**src/lfbp_pkg.sv**
```systemverilog
// Shared types and constants of the LSB-first bit packer.
`default_nettype none
package lfbp_pkg;

    // Field widths of the input and result items.
    localparam int unsigned CODE_BITS   = 16;
    localparam int unsigned LEN_BITS    = 5;
    localparam int unsigned BYTE_BITS   = 8;
    localparam int unsigned PEND_BITS   = 7;
    localparam int unsigned CNT_BITS    = 3;
    localparam int unsigned ACC_BITS    = PEND_BITS + CODE_BITS;

    // Default widest code and the depth of the queue between front and back.
    localparam int unsigned DEF_CODE_WIDTH = 16;
    localparam int unsigned QUEUE_DEPTH    = 2;
    localparam int unsigned QPTR_BITS      = $clog2(QUEUE_DEPTH);

    // One queue entry: one or two finished bytes, low byte first.
    typedef struct packed {
        logic [2*BYTE_BITS-1:0] bytes;
        logic                   two;
    } t_entry;

    // Write side of the queue as driven by the front part.
    typedef struct packed {
        logic   push;
        t_entry entry;
    } t_push;

    // Status of the queue as seen by both sides.
    typedef struct packed {
        logic   full;
        logic   empty;
        t_entry head;
    } t_qstat;

endpackage
`default_nettype wire

```
**src/lfbp_channels.sv**
```systemverilog
// Handshake channel interfaces for code items and byte items.
`default_nettype none
interface lfbp_code_if;
    logic                            valid;
    logic                            ready;
    logic [lfbp_pkg::CODE_BITS-1:0]  code_value;
    logic [lfbp_pkg::LEN_BITS-1:0]   code_length;

    modport source (output valid, output code_value, output code_length, input ready);
    modport sink   (input valid, input code_value, input code_length, output ready);
endinterface

interface lfbp_byte_if;
    logic                            valid;
    logic                            ready;
    logic [lfbp_pkg::BYTE_BITS-1:0]  out_byte;
    logic                            last_of_run;

    modport source (output valid, output out_byte, output last_of_run, input ready);
    modport sink   (input valid, input out_byte, input last_of_run, output ready);
endinterface
`default_nettype wire

```
**src/lfbp_front.sv**
```systemverilog
// Front part: accepts codes, merges them with the pending bits, queues whole bytes.
`default_nettype none
module lfbp_front #(
    parameter int unsigned CODE_WIDTH = lfbp_pkg::DEF_CODE_WIDTH
) (
    input  wire logic          i_clk,
    input  wire logic          i_rst_n,
    lfbp_code_if.sink          i_code,
    input  wire lfbp_pkg::t_qstat i_qstat,
    output lfbp_pkg::t_push    o_push
);
    // Longest code actually used: the lesser of CODE_WIDTH and the field width.
    localparam int unsigned MaxLenInt =
        (CODE_WIDTH < lfbp_pkg::CODE_BITS) ? CODE_WIDTH : lfbp_pkg::CODE_BITS;
    localparam logic [lfbp_pkg::LEN_BITS-1:0] MaxLen = lfbp_pkg::LEN_BITS'(MaxLenInt);

    logic [lfbp_pkg::PEND_BITS-1:0] r_pend, n_pend;
    logic [lfbp_pkg::CNT_BITS-1:0]  r_cnt, n_cnt;

    logic                             accept;
    logic [lfbp_pkg::LEN_BITS-1:0]    len_sat;
    logic [lfbp_pkg::CODE_BITS-1:0]   code_mask;
    logic [lfbp_pkg::CODE_BITS-1:0]   code_m;
    logic [lfbp_pkg::ACC_BITS-1:0]    acc;
    logic [lfbp_pkg::LEN_BITS-1:0]    total;
    logic                             flush;

    // New items are taken whenever the queue has room.
    assign i_code.ready = !i_qstat.full;
    assign accept       = i_code.valid && !i_qstat.full;
    assign flush        = (i_code.code_length == '0);

    // Saturate the length, mask off code bits above it and merge above the pending bits.
    always_comb begin
        len_sat   = (i_code.code_length > MaxLen) ? MaxLen : i_code.code_length;
        code_mask = lfbp_pkg::CODE_BITS'(((lfbp_pkg::CODE_BITS+1)'(1) << len_sat) - 1'b1);
        code_m    = i_code.code_value & code_mask;
        acc       = (lfbp_pkg::ACC_BITS'(code_m) << r_cnt)
                    | lfbp_pkg::ACC_BITS'(r_pend);
        total     = lfbp_pkg::LEN_BITS'(r_cnt) + len_sat;
    end

    // Classify the item: how many bytes it completes and what stays pending.
    always_comb begin
        n_pend             = r_pend;
        n_cnt              = r_cnt;
        o_push.push        = 1'b0;
        o_push.entry.bytes = acc[2*lfbp_pkg::BYTE_BITS-1:0];
        o_push.entry.two   = 1'b0;
        if (accept) begin
            if (flush) begin
                // A partial byte goes out zero padded; the state is cleared.
                o_push.push        = (r_cnt != '0);
                o_push.entry.bytes = {{lfbp_pkg::BYTE_BITS{1'b0}}, 1'b0, r_pend};
                n_pend             = '0;
                n_cnt              = '0;
            end else if (total >= lfbp_pkg::LEN_BITS'(2*lfbp_pkg::BYTE_BITS)) begin
                o_push.push      = 1'b1;
                o_push.entry.two = 1'b1;
                n_pend = acc[2*lfbp_pkg::BYTE_BITS +: lfbp_pkg::PEND_BITS];
                n_cnt  = total[lfbp_pkg::CNT_BITS-1:0];
            end else if (total >= lfbp_pkg::LEN_BITS'(lfbp_pkg::BYTE_BITS)) begin
                o_push.push = 1'b1;
                n_pend = acc[lfbp_pkg::BYTE_BITS +: lfbp_pkg::PEND_BITS];
                n_cnt  = total[lfbp_pkg::CNT_BITS-1:0];
            end else begin
                n_pend = acc[lfbp_pkg::PEND_BITS-1:0];
                n_cnt  = total[lfbp_pkg::CNT_BITS-1:0];
            end
        end
    end

    // Pending bits and their count.
    always_ff @(posedge i_clk) begin
        if (!i_rst_n) begin
            r_pend <= '0;
            r_cnt  <= '0;
        end else begin
            r_pend <= n_pend;
            r_cnt  <= n_cnt;
        end
    end
endmodule
`default_nettype wire

```
**src/lfbp_queue.sv**
```systemverilog
// Short queue of finished byte groups between the front and back parts.
`default_nettype none
module lfbp_queue (
    input  wire logic             i_clk,
    input  wire logic             i_rst_n,
    input  wire lfbp_pkg::t_push  i_push,
    input  wire logic             i_pop,
    output lfbp_pkg::t_qstat      o_qstat
);
    lfbp_pkg::t_entry r_mem [lfbp_pkg::QUEUE_DEPTH];

    logic [lfbp_pkg::QPTR_BITS-1:0] r_wr_ptr, r_rd_ptr;
    logic [lfbp_pkg::QPTR_BITS:0]   r_count;
    logic                           do_push, do_pop;

    assign o_qstat.full  = (r_count == (lfbp_pkg::QPTR_BITS+1)'(lfbp_pkg::QUEUE_DEPTH));
    assign o_qstat.empty = (r_count == '0);
    assign o_qstat.head  = r_mem[r_rd_ptr];
    assign do_push       = i_push.push && !o_qstat.full;
    assign do_pop        = i_pop && !o_qstat.empty;

    // Entry storage.
    always_ff @(posedge i_clk) begin
        if (do_push) begin
            r_mem[r_wr_ptr] <= i_push.entry;
        end
    end

    // Pointers and fill level.
    always_ff @(posedge i_clk) begin
        if (!i_rst_n) begin
            r_wr_ptr <= '0;
            r_rd_ptr <= '0;
            r_count  <= '0;
        end else begin
            if (do_push) begin
                r_wr_ptr <= (r_wr_ptr == lfbp_pkg::QPTR_BITS'(lfbp_pkg::QUEUE_DEPTH-1))
                            ? '0 : r_wr_ptr + 1'b1;
            end
            if (do_pop) begin
                r_rd_ptr <= (r_rd_ptr == lfbp_pkg::QPTR_BITS'(lfbp_pkg::QUEUE_DEPTH-1))
                            ? '0 : r_rd_ptr + 1'b1;
            end
            case ({do_push, do_pop})
                2'b10:   r_count <= r_count + 1'b1;
                2'b01:   r_count <= r_count - 1'b1;
                default: r_count <= r_count;
            endcase
        end
    end
endmodule
`default_nettype wire

```
**src/lfbp_back.sv**
```systemverilog
// Back part: takes byte groups from the queue and sends them one byte per cycle while o_byte is ready.
`default_nettype none
module lfbp_back (
    input  wire logic             i_clk,
    input  wire logic             i_rst_n,
    input  wire lfbp_pkg::t_qstat i_qstat,
    output logic                  o_pop,
    lfbp_byte_if.source           o_byte
);
    logic                           r_valid, n_valid;
    logic [lfbp_pkg::BYTE_BITS-1:0] r_byte, n_byte;
    logic                           r_last, n_last;
    logic [lfbp_pkg::BYTE_BITS-1:0] r_hi, n_hi;
    logic                           r_hi_pend, n_hi_pend;
    logic                           free;

    assign o_byte.valid       = r_valid;
    assign o_byte.out_byte    = r_byte;
    assign o_byte.last_of_run = r_last;

    // The output register is free when empty or when its byte is taken now.
    assign free = !r_valid || o_byte.ready;

    // Load the high byte of a pair first, otherwise the next queue entry.
    always_comb begin
        n_valid   = r_valid;
        n_byte    = r_byte;
        n_last    = r_last;
        n_hi      = r_hi;
        n_hi_pend = r_hi_pend;
        o_pop     = 1'b0;
        if (free) begin
            if (r_hi_pend) begin
                n_valid   = 1'b1;
                n_byte    = r_hi;
                n_last    = 1'b1;
                n_hi_pend = 1'b0;
            end else if (!i_qstat.empty) begin
                o_pop     = 1'b1;
                n_valid   = 1'b1;
                n_byte    = i_qstat.head.bytes[lfbp_pkg::BYTE_BITS-1:0];
                n_last    = !i_qstat.head.two;
                n_hi      = i_qstat.head.bytes[lfbp_pkg::BYTE_BITS +: lfbp_pkg::BYTE_BITS];
                n_hi_pend = i_qstat.head.two;
            end else begin
                n_valid = 1'b0;
            end
        end
    end

    // Output register and the held second byte.
    always_ff @(posedge i_clk) begin
        if (!i_rst_n) begin
            r_valid   <= 1'b0;
            r_hi_pend <= 1'b0;
        end else begin
            r_valid   <= n_valid;
            r_hi_pend <= n_hi_pend;
        end
        r_byte <= n_byte;
        r_last <= n_last;
        r_hi   <= n_hi;
    end
endmodule
`default_nettype wire

```
**src/lsb_first_bit_packer.sv**
```systemverilog
// LSB-first variable-length bit packer: top level.
//
// i_code carries one code per item: code_value and code_length (1 to 16 bits, 0 = flush).
// Code bits are appended least significant bit first above the pending bits; each
// finished byte leaves on o_byte with out_byte and last_of_run, which marks the last
// byte caused by one code. A flush sends a partial byte zero padded and clears the
// pending bits; a flush with nothing pending sends nothing.
// The front part merges a code with the pending bits in the cycle it is accepted and
// writes the finished bytes, one or two, into a two-entry queue. The back part reads
// the queue into the output register, one byte per cycle while the receiver is ready.
// A first byte passes through the queue and then the output register before it is valid on o_byte.
// Throughput: one code per cycle while codes yield at most one byte and the receiver is ready;
// a code that yields two bytes holds the output channel for both of them, so codes that
// complete two bytes each are limited by the one-byte-per-cycle output register.
// When the receiver stalls, the output holds and the queue fills; i_code.ready drops
// once the queue is full. Reset empties the queue and output and clears pending bits.
`default_nettype none
module lsb_first_bit_packer #(
    parameter int unsigned CODE_WIDTH = lfbp_pkg::DEF_CODE_WIDTH
) (
    input  wire logic   i_clk,
    input  wire logic   i_rst_n,
    lfbp_code_if.sink   i_code,
    lfbp_byte_if.source o_byte
);
    lfbp_pkg::t_push  push;
    lfbp_pkg::t_qstat qstat;
    logic             pop;

    lfbp_front #(
        .CODE_WIDTH (CODE_WIDTH)
    ) u_front (
        .i_clk   (i_clk),
        .i_rst_n (i_rst_n),
        .i_code  (i_code),
        .i_qstat (qstat),
        .o_push  (push)
    );

    lfbp_queue u_queue (
        .i_clk   (i_clk),
        .i_rst_n (i_rst_n),
        .i_push  (push),
        .i_pop   (pop),
        .o_qstat (qstat)
    );

    lfbp_back u_back (
        .i_clk   (i_clk),
        .i_rst_n (i_rst_n),
        .i_qstat (qstat),
        .o_pop   (pop),
        .o_byte  (o_byte)
    );
endmodule
`default_nettype wire
```
**src/flat_wrapper.sv**
```systemverilog
// flat-port wrapper written by rule: the top's interface ports become plain ports
module lsb_first_bit_packer_flat 
#(
    parameter int unsigned CODE_WIDTH = lfbp_pkg::DEF_CODE_WIDTH
)
  (i_clk, i_rst_n, i_code_valid, i_code_code_value, i_code_code_length, i_code_ready, o_byte_valid, o_byte_out_byte, o_byte_last_of_run, o_byte_ready);
  lfbp_code_if i_code_i ();
  lfbp_byte_if o_byte_i ();
  input  wire logic i_clk;
  input  wire logic i_rst_n;
  input wire logic [$bits(i_code_i.valid)-1:0] i_code_valid;
  input wire logic [$bits(i_code_i.code_value)-1:0] i_code_code_value;
  input wire logic [$bits(i_code_i.code_length)-1:0] i_code_code_length;
  output wire logic [$bits(i_code_i.ready)-1:0] i_code_ready;
  output wire logic [$bits(o_byte_i.valid)-1:0] o_byte_valid;
  output wire logic [$bits(o_byte_i.out_byte)-1:0] o_byte_out_byte;
  output wire logic [$bits(o_byte_i.last_of_run)-1:0] o_byte_last_of_run;
  input wire logic [$bits(o_byte_i.ready)-1:0] o_byte_ready;
  assign i_code_i.valid = i_code_valid;
  assign i_code_i.code_value = i_code_code_value;
  assign i_code_i.code_length = i_code_code_length;
  assign i_code_ready = i_code_i.ready;
  assign o_byte_valid = o_byte_i.valid;
  assign o_byte_out_byte = o_byte_i.out_byte;
  assign o_byte_last_of_run = o_byte_i.last_of_run;
  assign o_byte_i.ready = o_byte_ready;
  lsb_first_bit_packer #(.CODE_WIDTH(CODE_WIDTH)) u_core (.i_clk(i_clk), .i_rst_n(i_rst_n), .i_code(i_code_i), .o_byte(o_byte_i));
endmodule
```
**config.mk**
```make
export PLATFORM = sky130hd
export DESIGN_NAME = lsb_first_bit_packer_flat
export DESIGN_NICKNAME = d
export VERILOG_FILES = /design/src/lfbp_pkg.sv /design/src/lfbp_channels.sv /design/src/lfbp_front.sv /design/src/lfbp_queue.sv /design/src/lfbp_back.sv /design/src/lsb_first_bit_packer.sv /design/src/flat_wrapper.sv
export SDC_FILE = /design/constraint.sdc
export NUM_CORES = 1
export LEC_CHECK = 0
export ABC_AREA = 1
export BUFFER_PORTS_ARGS = -buffer_cell sky130_fd_sc_hd__buf_2
export CAP_MARGIN = 30
export CORE_MARGIN = 2
export CORE_UTILIZATION = 25
export DETAILED_ROUTE_END_ITERATION = 8
export PLACE_DENSITY = 0.5
export SETUP_SLACK_MARGIN = 0.4
export SYNTH_ARGS = -nofsm -noshare
export SYNTH_HDL_FRONTEND = slang
export SYNTH_SLANG_ARGS = --single-unit
```
**constraint.sdc**
```tcl
create_clock -name i_clk -period 3.6 [get_ports i_clk]
set_input_delay 0.72 -clock i_clk [delete_from_list [all_inputs] [get_ports i_clk]]
set_output_delay 0.72 -clock i_clk [all_outputs]
set_load 0.1 [all_outputs]
```
# Word level (Yosys, flattened, before mapping)
# Memory sizes are Yosys's and may differ from the RTL's. A register that Yosys moved wholly into a read port is not among the register bits.
# Index checks and enable logic that the tools add are counted.
dict set report totals {
  regBits 33
  latch_bits 0
  mem_bits_rw 34
  romBits 0
  out_inout_bits 11
  word_cells 72
  memories 1
}
# memory words width rd rd_ports_with_merged_regs write_ports line
set memory_table {}
lappend memory_table {u_core.u_queue.r_mem 2 17 1 1 1 lfbp_queue.sv:10} ;# lfbp_pkg::t_entry r_mem [lfbp_pkg::QUEUE_DEPTH];
dict set report op_classes {
  add_sub_neg 6
  n_mul 0
  div 0
  n_lt_le_gt_ge 3
  eq_ne 4
  shifts 2
  mux 28
  bitwise 4
  reduce_logical 14
}
# operator count
set ops {}
lappend ops {{$or A23 B7 Y23} 1}
lappend ops {{$shl A16 B3 Y23} 1}
lappend ops {{$mux W7} 3}
lappend ops {{$mux W1} 18}
lappend ops {{$mux W18} 1}
lappend ops {{$and A16 B16 Y16} 1}
lappend ops {{$mux W16} 1}
lappend ops {{$mux W8} 2}
lappend ops {{$shl A1 B5 Y16 const A} 1}
lappend ops {{$sub A16 B1 Y16 const B} 1}
lappend ops {{$add A3 B5 Y5} 1}
lappend ops {{$ge A5 B4 Y1 const B} 1}
lappend ops {{$ge A5 B5 Y1 const B} 1}
lappend ops {{$gt A5 B5 Y1 const B} 1}
lappend ops {{$logic_not A5 Y1} 1}
lappend ops {{$mux W5} 1}
lappend ops {{$eq A2 B2 Y1 const B} 2}
lappend ops {{$logic_not A1 Y1} 4}
lappend ops {{$pmux W2 S2} 1}
lappend ops {{$logic_and A1 B1 Y1} 3}
lappend ops {{$mux W3} 1}
lappend ops {{$reduce_and A3 Y1} 1}
lappend ops {{$reduce_bool A3 Y1} 1}
lappend ops {{$add A1 B1 Y1 const B} 2}
lappend ops {{9 further kinds} 10}

# Longest topological paths before layout
# Gate-level depths: netlist (run 1).
dict set report depth {
  word_depth 12
  ltp_mapped 22
  ltp_nobuf 21
}

# Cells and area by module
# From an unflattened synthesis (run 1), not the netlist that was laid out.
dict set report hier_totals {
  cells_unflattened 524
  area_unflattened_um2 4210.3
}
# module instances cells_per_inst area_each_um2
set by_module_without_submodules {}
lappend by_module_without_submodules {lfbp_front 1 371 1948.1}
lappend by_module_without_submodules {lfbp_queue 1 93 1530.2}
lappend by_module_without_submodules {lfbp_back 1 60 732.0}

# Worst setup path after synthesis (run 1)
# No wires, ideal clock.
dict set report synth_path {
  path_type {in2reg}
  from {input port i_code_code_length[1]}
  to {memory u_core.u_queue.r_mem[1][0] in the netlist's numbering (enable)}
  arrival_ps 2998
  t_required_ps 3208
  slack_ps 210
  stages 15
  cell_sequence {buf_4 -> nor2_4 -> nand2_2 -> nand2_4 -> nand2_2 -> inv_1 -> ha_1 -> a21oi_1 -> nand2_2 -> xor2_2 -> nand2_2 -> inv_2 -> o22ai_1 -> inv_2 -> nor2_1}
}
dict set report synth_via {
  elab_chain_len 11
  word_cells_on_any_way 13
  cone_classes {1 x add/sub; 3 x order compare; 7 x mux; 2 x reduce/logical}
}
# item line
set synth_rtl {}
lappend synth_rtl {{from (decl)} flat_wrapper.sv:13} ;# input wire logic [$bits(i_code_i.code_length)-1:0] i_code_code_length;
lappend synth_rtl {{$gt A5 B5 Y1} lfbp_front.sv:35} ;# len_sat = (i_code.code_length > MaxLen) ? MaxLen : i_code.code_length;
lappend synth_rtl {{$mux W5} lfbp_front.sv:35}
lappend synth_rtl {{$add A3 B5 Y5} lfbp_front.sv:40} ;# total = lfbp_pkg::LEN_BITS'(r_cnt) + len_sat;
lappend synth_rtl {{$ge A5 B4 Y1} lfbp_front.sv:62} ;# end else if (total >= lfbp_pkg::LEN_BITS'(lfbp_pkg::BYTE_BITS)) begin
lappend synth_rtl {{$mux W1} lfbp_front.sv:62}
lappend synth_rtl {{$mux W1} lfbp_front.sv:57} ;# end else if (total >= lfbp_pkg::LEN_BITS'(2*lfbp_pkg::BYTE_BITS)) begin
lappend synth_rtl {{$mux W1 (*)} lfbp_front.sv:51} ;# if (flush) begin
lappend synth_rtl {{$mux W18 (*)} lfbp_front.sv:50} ;# if (accept) begin
lappend synth_rtl {{$logic_and A1 B1 Y1 (*)} lfbp_queue.sv:19} ;# assign do_push = i_push.push && !o_qstat.full;
lappend synth_rtl {{$mux W1 (*)} lfbp_queue.sv:24} ;# if (do_push) begin
lappend synth_rtl {{$mux W1 (not written as such) (*)} lfbp_queue.sv:25} ;# r_mem[r_wr_ptr] <= i_push.entry;
lappend synth_rtl {{to (decl)} lfbp_queue.sv:10}
# Every way passes the cells marked *; elsewhere a longest branch is shown, timed or not.

==> results of run 1 <==
[logic make-up (layout without fill, tap and decap cells)]
family,Yosys count,in the layout
buffers and inverters,72,111
XOR/XNOR,2,2
adder cells (fa/ha/maj),6,6
flip-flops,68,68
AND/OR/NAND/NOR,308,308
AO/OA/AOI/OAI,67,67
[how the worst max path moves through the flow]
stage | cells after the start | slack, ps | start | to
6_report | 14 | 680 | i_code_code_length[1] | u_core.u_queue.r_mem[1][4]
5_1_grt | 20 | 470 | i_code_code_length[0] | u_core.u_queue.r_count[1]
4_1_cts | 20 | 580 | i_code_code_length[0] | u_core.u_queue.r_count[1]
2_1_floorplan | 15 | 490 | i_code_code_length[1] | u_core.u_queue.r_mem[1][0]
3_5_place_dp | 20 | 240 | i_code_code_length[0] | u_core.u_queue.r_count[1]
3_3_place_gp | 20 | 380 | i_code_code_length[0] | u_core.u_queue.r_count[1]
[Yosys cell counts, drive strengths merged (2+ instances only)]
| master | number | area [sq um] |
|---|---|---|
| a21oi | 43 | 223 |
| buf | 12 | 80.1 |
| clkbuf | 10 | 37.5 |
| clkinv | 2 | 7.51 |
| dfxtp | 17 | 340 |
| edfxtp | 51 | 1530 |
| ha | 5 | 62.6 |
| inv | 48 | 188 |
| nand2 | 148 | 596 |
| nand3 | 75 | 415 |
| nand4 | 18 | 113 |
| nor2 | 59 | 268 |
| nor3 | 5 | 30.0 |
| o211ai | 2 | 20.0 |
| o21ai | 14 | 70.1 |
| o22ai | 2 | 12.5 |
| or2 | 3 | 18.8 |
| xor2 | 2 | 25.0 |
[power groups by stage]
stage	Clock (mW)	Combinational (mW)	Sequential, mW
after floorplan	0	0.647	1.61
after global placement	0	1.33	1.21
after detailed placement	0	1.35	1.21
after CTS	0.826	1.35	1.19
after global routing	0.857	1.50	1.21
final	0.799	1.36	1.19
[through the flow]
step / area, sq um / std cells / hold WS, ps
detailed placement: 4510 / 761 / 460
finish: 4830 / 778 / 470
CTS: 4790 / 777 / 468
floorplan: 4110 / 523 / 443
global placement: 4510 / 761 / 455
global route: 4830 / 778 / 500
[sequential cells by signal (all words and copies together) (netlist names), named ones only]
signal and cells:
u_core.u_queue.r_mem 34, u_core.u_back.o_byte.out_byte 8, u_core.u_back.r_hi 8, u_core.u_front.r_pend 7, u_core.u_front.r_cnt 3, u_core.u_queue.r_count 2
u_core.u_back.o_byte.last_of_run 1, u_core.u_back.o_byte.valid 1, u_core.u_back.r_hi_pend 1, u_core.u_queue.r_rd_ptr 1, u_core.u_queue.r_wr_ptr 1
[final cells by class]
| type | count | area, sq um |
|---|---|---|
| Multi-Input combinational cell | 383 | 1950 |
| Sequential cell | 68 | 1870 |
| Inverter | 50 | 195 |
| Timing Repair Buffer | 45 | 260 |
| Clock buffer | 12 | 256 |
| Clock inverter | 4 | 23.8 |
| Fill cell | 1752 | 11200 |
| Tap cell | 216 | 270 |
[per-layer routing]
metal / vias up / wire, um / GRT usage (%)
li1: 1827 / - / -
met1: 1578 / 5150 / 17.6
met2: 106 / 4800 / 20.1
met3: 12 / 558 / 2.04
met4: 0 / 192 / 4.12
met5: - / 0 / 0
[worst reg2reg max path: stages (launching register included)]
cell,delay [ps]
dfxtp_2,420
inv_1,90
buf_4,260
nor2_4,80
fa_1,380
nand2_1,70
inv_1,70
o31ai_4,210
nand2_2,120
inv_2,120
o22ai_2,80
inv_2,90
ha_1,230
inv_1,90
nand2_1,70
nor2_2,100
o21ai_0,90
a21oi_1,120
[repair_timing]
item / CTS / global route
endpoints found under the setup margin: 0 / 2
gates resized for setup: 0 / 9
hold buffers: 0 / 0
==> flow_metrics.tcl, run 1 <==
set metrics [dict create \
    outcome "completed" \
    grt_max_degree 23 \
    cp-start-kind "primary input" \
    crit_arrival_ps 3000 \
    wl_um 10700 \
    yosysUniqueCellTypes 42 \
    setup_viol 0 \
    hpwl_um 8250 \
    insertion_delay_ps 320 \
    seq_power_share_pct 35.5 \
    internal_power_mw 1.93 \
    synthMuxAreaShare_pct 0 \
    p_leak_nw 2.06 \
    nets 588 \
    synth_ff_type "edfxtp_1" \
    syn_inst 523 \
    cts_made_buffers 9 \
    power_density_nw_per_um2 693 \
    overflow 0 \
    synth_edf_count 51 \
    combPwrFrac_pct 40.6 \
    layout-drive-gt1-share_pct 19.8 \
    vias_per_cell 4.53 \
    synth-seq-cells 68 \
    layout_commonest_cell "nand2_1" \
    p_clk_share_pct 23.9 \
    cp_max_fo 8 \
    finalHoldViolations 0 \
    worstRegToRegCells 17 \
    final_cell_mix "135 x nand2_1, 67 x nand3_1, 51 x edfxtp_1, 47 x nor2_1" \
    cts_tree "done" \
    antenna_left 0 \
    dr.pass1.iters 6 \
    cpPeakStageDelay_ps 360 \
    relSlewSlack_pct 55.9 \
    critPathTopFamily "simple AND/OR/NAND/NOR gates" \
    first_iter_violations 273 \
    worstSetupEndpointType "register" \
    maxSlewViolCount 0 \
    dieWidth_um 132 \
    cp_cell_sequence "clkbuf_4 -> nor2_4 -> nand2_2 -> nand2_4 -> nand2_2 -> inv_1 -> nand3_1 -> ha_1 -> nor2_1 -> nand2_1 -> o21ai_0 -> o21ai_1 -> or2_1 -> o21ai_0" \
    portBuffers 35 \
    synth.avg_cell_area_sq_um 7.86 \
    die-area_sq_um 17500 \
    reg2reg_slack_ps 850 \
    floorplan.die.height_um 132 \
    grt_pass1_wl_um 17900 \
    synth_compound_area_share_pct 9.17 \
    worstHoldPathCells 2 \
    cts.sink_count 68 \
    fin_util_pct 30.2 \
    antenna_found_initial 0 \
    place_congestion 0.921 \
    hold_end "u_core.u_front.r_pend[2]" \
    area_delta_synth_final_pct 17.5 \
    antenna_cells 0 \
    fin_tns_setup_ps 0 \
    p_sw_share_pct 42.2 \
    htreeDepth 3 \
    grt_util_all_layers_pct 12.7 \
    reg2reg_from "u_core.u_front.r_cnt[0]" \
    pre_cts_slack_ps 236 \
    switchingPower_mw 1.41 \
    ir_drop_mv 0.460 \
    power.total_mw 3.35 \
    worstMarginPinSlew_ps 660 \
    ioPinCount 36 \
    rsz0062_at_grt "no" \
    worstHoldPathType "reg2reg" \
    core_area_sq_um 16000 \
    synth_nets 554 \
    path_class "in2reg" \
    first_global_vias 3478 \
    cp_num_buf_inv 2 \
    worstHoldStart "u_core.u_front.r_pend[2]" \
    synth-simple-area-share_pct 35.0 \
    drc 0 \
    yosysWarnings 0 \
    synth_top_family_by_area "simple AND/OR/NAND/NOR gates" \
    synthXorXnorAreaFrac_pct 0.609 \
    min_period_over_period_pct 81.2 \
    async_flop_share_pct 0 \
    max_clock_freq_mhz 342 \
    drv_cap 0 \
    fin_crit_ps 2920 \
    layout_setup_ws_ps 676 \
    worstPathRequired_ps 3670 \
    slowest_stage "o21ai_0" \
    path_clk_slew_ps 50 \
    post_cts_buffers 0 \
    clock_path_buffers 2 \
    start_util_pct 25.7 \
    netlist_area_sq_um 4110 \
    cts-root-buf "clkbuf_16" \
    r2r-end "u_core.u_queue.r_count[1]" \
    skew_ps 5.15 \
    yosys.area_share.adder_pct 2.01 \
    wl_per_cell_um 13.8 \
    vias 3523 \
    num_rows 46 \
    synth-seq-area-share_pct 45.6 \
]
(Power assumes the default switching activity.)
==> run 2, diff against run 1 <==
- ABC_AREA: 1 -> 0
- clock period: 3.6 -> 2.58 ns (I/O delays scaled with it)
==> run 2 against run 1 <==
Compared with the run above:
- synthesized cell count shrank 17%
- clock-buffer cell count fell by 3
- critical endpoint is now u_core.u_queue.r_count[1]
- largest power group unchanged
- hold slack gained 24 ps
- the flow now finishes with violations (negative setup slack)
- power up 55%
- wire length up 17%
- sequential share of layout area decreased by 9.1 points
- first-iteration DRC count shrank 13%
==> flow_metrics.tcl, run 2 <==
set metrics [dict create \
    synth-seq-area-share_pct 43.7 \
    worstMarginPinSlew_ps 645 \
    core_area_sq_um 16600 \
    synth-seq-cells 68 \
    dp.cells 731 \
    p_leak_nw 2.40 \
    wl_per_cell_um 16.1 \
    async_flop_share_pct 0 \
    fin_tns_setup_ps -13290 \
    place_congestion 0.876 \
    cp-start-kind "primary input" \
    yosys-top-cells-count "51 x edfxtp_1, 48 x nand2_1, 35 x o21ai_0" \
    synth_nets 463 \
    grt_max_degree 36 \
    crit_arrival_ps 3150 \
    vias_per_cell 4.86 \
    cts-root-buf "clkbuf_16" \
    htreeDepth 3 \
    path_common_cell "ha_4" \
    dr.pass1.iters 5 \
    grt_util_all_layers_pct 14.3 \
    synth_ff_type "edfxtp_1" \
    overflow 0 \
    cts_tree "done" \
    worstHoldPathType "reg2reg" \
    synth.most_common_cell "edfxtp_1" \
    layout_setup_ws_ps -310 \
    stdcell_count 777 \
    internal_power_mw 3.30 \
    violations "negative setup slack" \
    syn_inst 432 \
    rsz0062_at_grt "yes" \
    cp_cell_sequence "buf_6 -> buf_12 -> nor2_4 -> ha_4 -> and4b_2 -> o21a_1 -> or3_4 -> a211o_4 -> o211ai_4 -> ha_4 -> or3_1 -> a21boi_1" \
    ir_drop_mv 0.513 \
    synth_top_area_cell "edfxtp_1" \
    synth_area_leaders "edfxtp_1 36%, dfxtp_1 7.9%, nand2_1 4.2%" \
    outcome "complete, but fails checks" \
    seq_power_share_pct 30.9 \
    setup_viol 66 \
    antenna_found_initial 0 \
    first_iter_violations 237 \
    ioPinCount 36 \
    largest_reg_flops 34 \
    area_delta_synth_final_pct 47.0 \
    hpwl_um 8630 \
    slowest_stage "or3_4" \
    drc 0 \
    pre_cts_slack_ps -692 \
    power_density_nw_per_um2 826 \
    switchingPower_mw 1.90 \
    cts_made_buffers 9 \
    path_clk_slew_ps 60 \
    first_global_vias 3770 \
    die-area_sq_um 18200 \
    fin_crit_ps 2890 \
    min_period_over_period_pct 112 \
    skew_ps 6.63 \
    fin_util_pct 37.8 \
    max_clock_freq_mhz 346 \
    worstSetupEndpointType "register" \
    grt_pass1_wl_um 20400 \
    nets 583 \
    final_cell_mix "85 x buf_4, 51 x edfxtp_1, 43 x nand2_1, 33 x buf_2, 30 x o21ai_0" \
    p_clk_share_pct 28.5 \
    combPwrFrac_pct 40.6 \
    yosysUniqueCellTypes 78 \
    relSlewSlack_pct 57.0 \
    drv_cap 0 \
    yosysWarnings 0 \
    finalHoldViolations 0 \
    clock_path_buffers 2 \
    top_layer "met4" \
    synth.avg_cell_area_sq_um 9.91 \
    wl_met1_um 5750 \
    path_class "in2reg" \
    floorplan.die.height_um 135 \
    layout_commonest_cell "buf_4" \
    vias 3777 \
    critPathTopFamily "simple AND/OR/NAND/NOR gates" \
    synth_edf_count 51 \
    portBuffers 35 \
    num_rows 47 \
    cts.sink_count 68 \
    maxSlewViolCount 0 \
    worstPathRequired_ps 2840 \
    start_util_pct 25.7 \
    wl_um 12500 \
    cp_num_buf_inv 2 \
    cpPeakStageDelay_ps 400 \
    wl_met3_um 520 \
    antenna_left 0 \
    netlist_area_sq_um 4280 \
    insertion_delay_ps 330 \
    synth_top_area_share_pct 35.8 \
    p_sw_share_pct 36.5 \
    regMostFlops "u_core.u_queue.r_mem" \
    layout-drive-gt1-share_pct 46.5 \
    dieWidth_um 135 \
    antenna_cells 0 \
    cp_max_fo 5 \
    wl_met2_um 6050 \
    power.total_mw 5.20 \
]
[run 2: power by group through the flow]
stage	clock network, mW	registers (mW)	logic, mW
floorplan	0	2.12	0.912
global route	1.56	1.63	2.27
CTS	1.51	1.61	2.09
detailed placement	0	1.62	1.90
global placement	0	1.62	1.88
finish	1.48	1.61	2.11
[run 2: cell families after synthesis]
kind of cell    synth area share (%)
buf+inv                         7.07
mux                             6.69
flops                           43.7
fa+ha+maj                       1.93
xor+xnor                       0.818
compound gates                  23.0
simple gates                    16.8
[run 2: worst register-to-register path, stage by stage (launching register included)]
cell and delay [ps]:
dfxtp_1 410, ha_4 220, and4b_2 200, o21a_1 190, or3_4 400, a211o_4 370
o211ai_4 230, ha_4 240, or3_1 370, a21boi_1 120
[run 2: path summary, 6_finish.rpt]
path	cells after the start	from	to	slack (ps)
setup / recovery	12	i_code_code_length[4]	u_core.u_queue.r_count[1]	-310
hold / removal	2	u_core.u_front.r_pend[5]	u_core.u_front.r_pend[5]	490
setup reg to reg	9	u_core.u_front.r_cnt[1]	u_core.u_queue.r_count[1]	-220
hold reg to reg	2	u_core.u_front.r_pend[5]	u_core.u_front.r_pend[5]	490
[run 2: metal layers]
layer	GRT usage [%]	vias to the layer above
met4	4.04	0
met5	0	-
met2	24.1	86
met1	18.9	1798
met3	2.48	16
li1	-	1877
[run 2: through the flow]
step / hold slack, ps / instance area, sq um
final: 494 / 6300
after global routing: 511 / 6300
after CTS: 485 / 6140
after detailed placement: 483 / 5200
after global placement: 458 / 5200
after floorplan: 443 / 4440
[run 2: timing repair]
item,in CTS,in global routing
pin swaps,35,14
gates cloned,4,0
hold endpoints to repair,0,0
endpoints found under the setup margin,72,76
resized for setup,76,16
setup buffers,16,10
hold buffers,0,0
[run 2: final cells by class]
cell class	count	area, sq um
multi-input combinational	322	2640
fill	1630	10300
timing repair buffer	138	1100
clock buffer	9	225
clock inverter	7	138
tap	220	275
inverter	13	56.3
sequential	68	1870
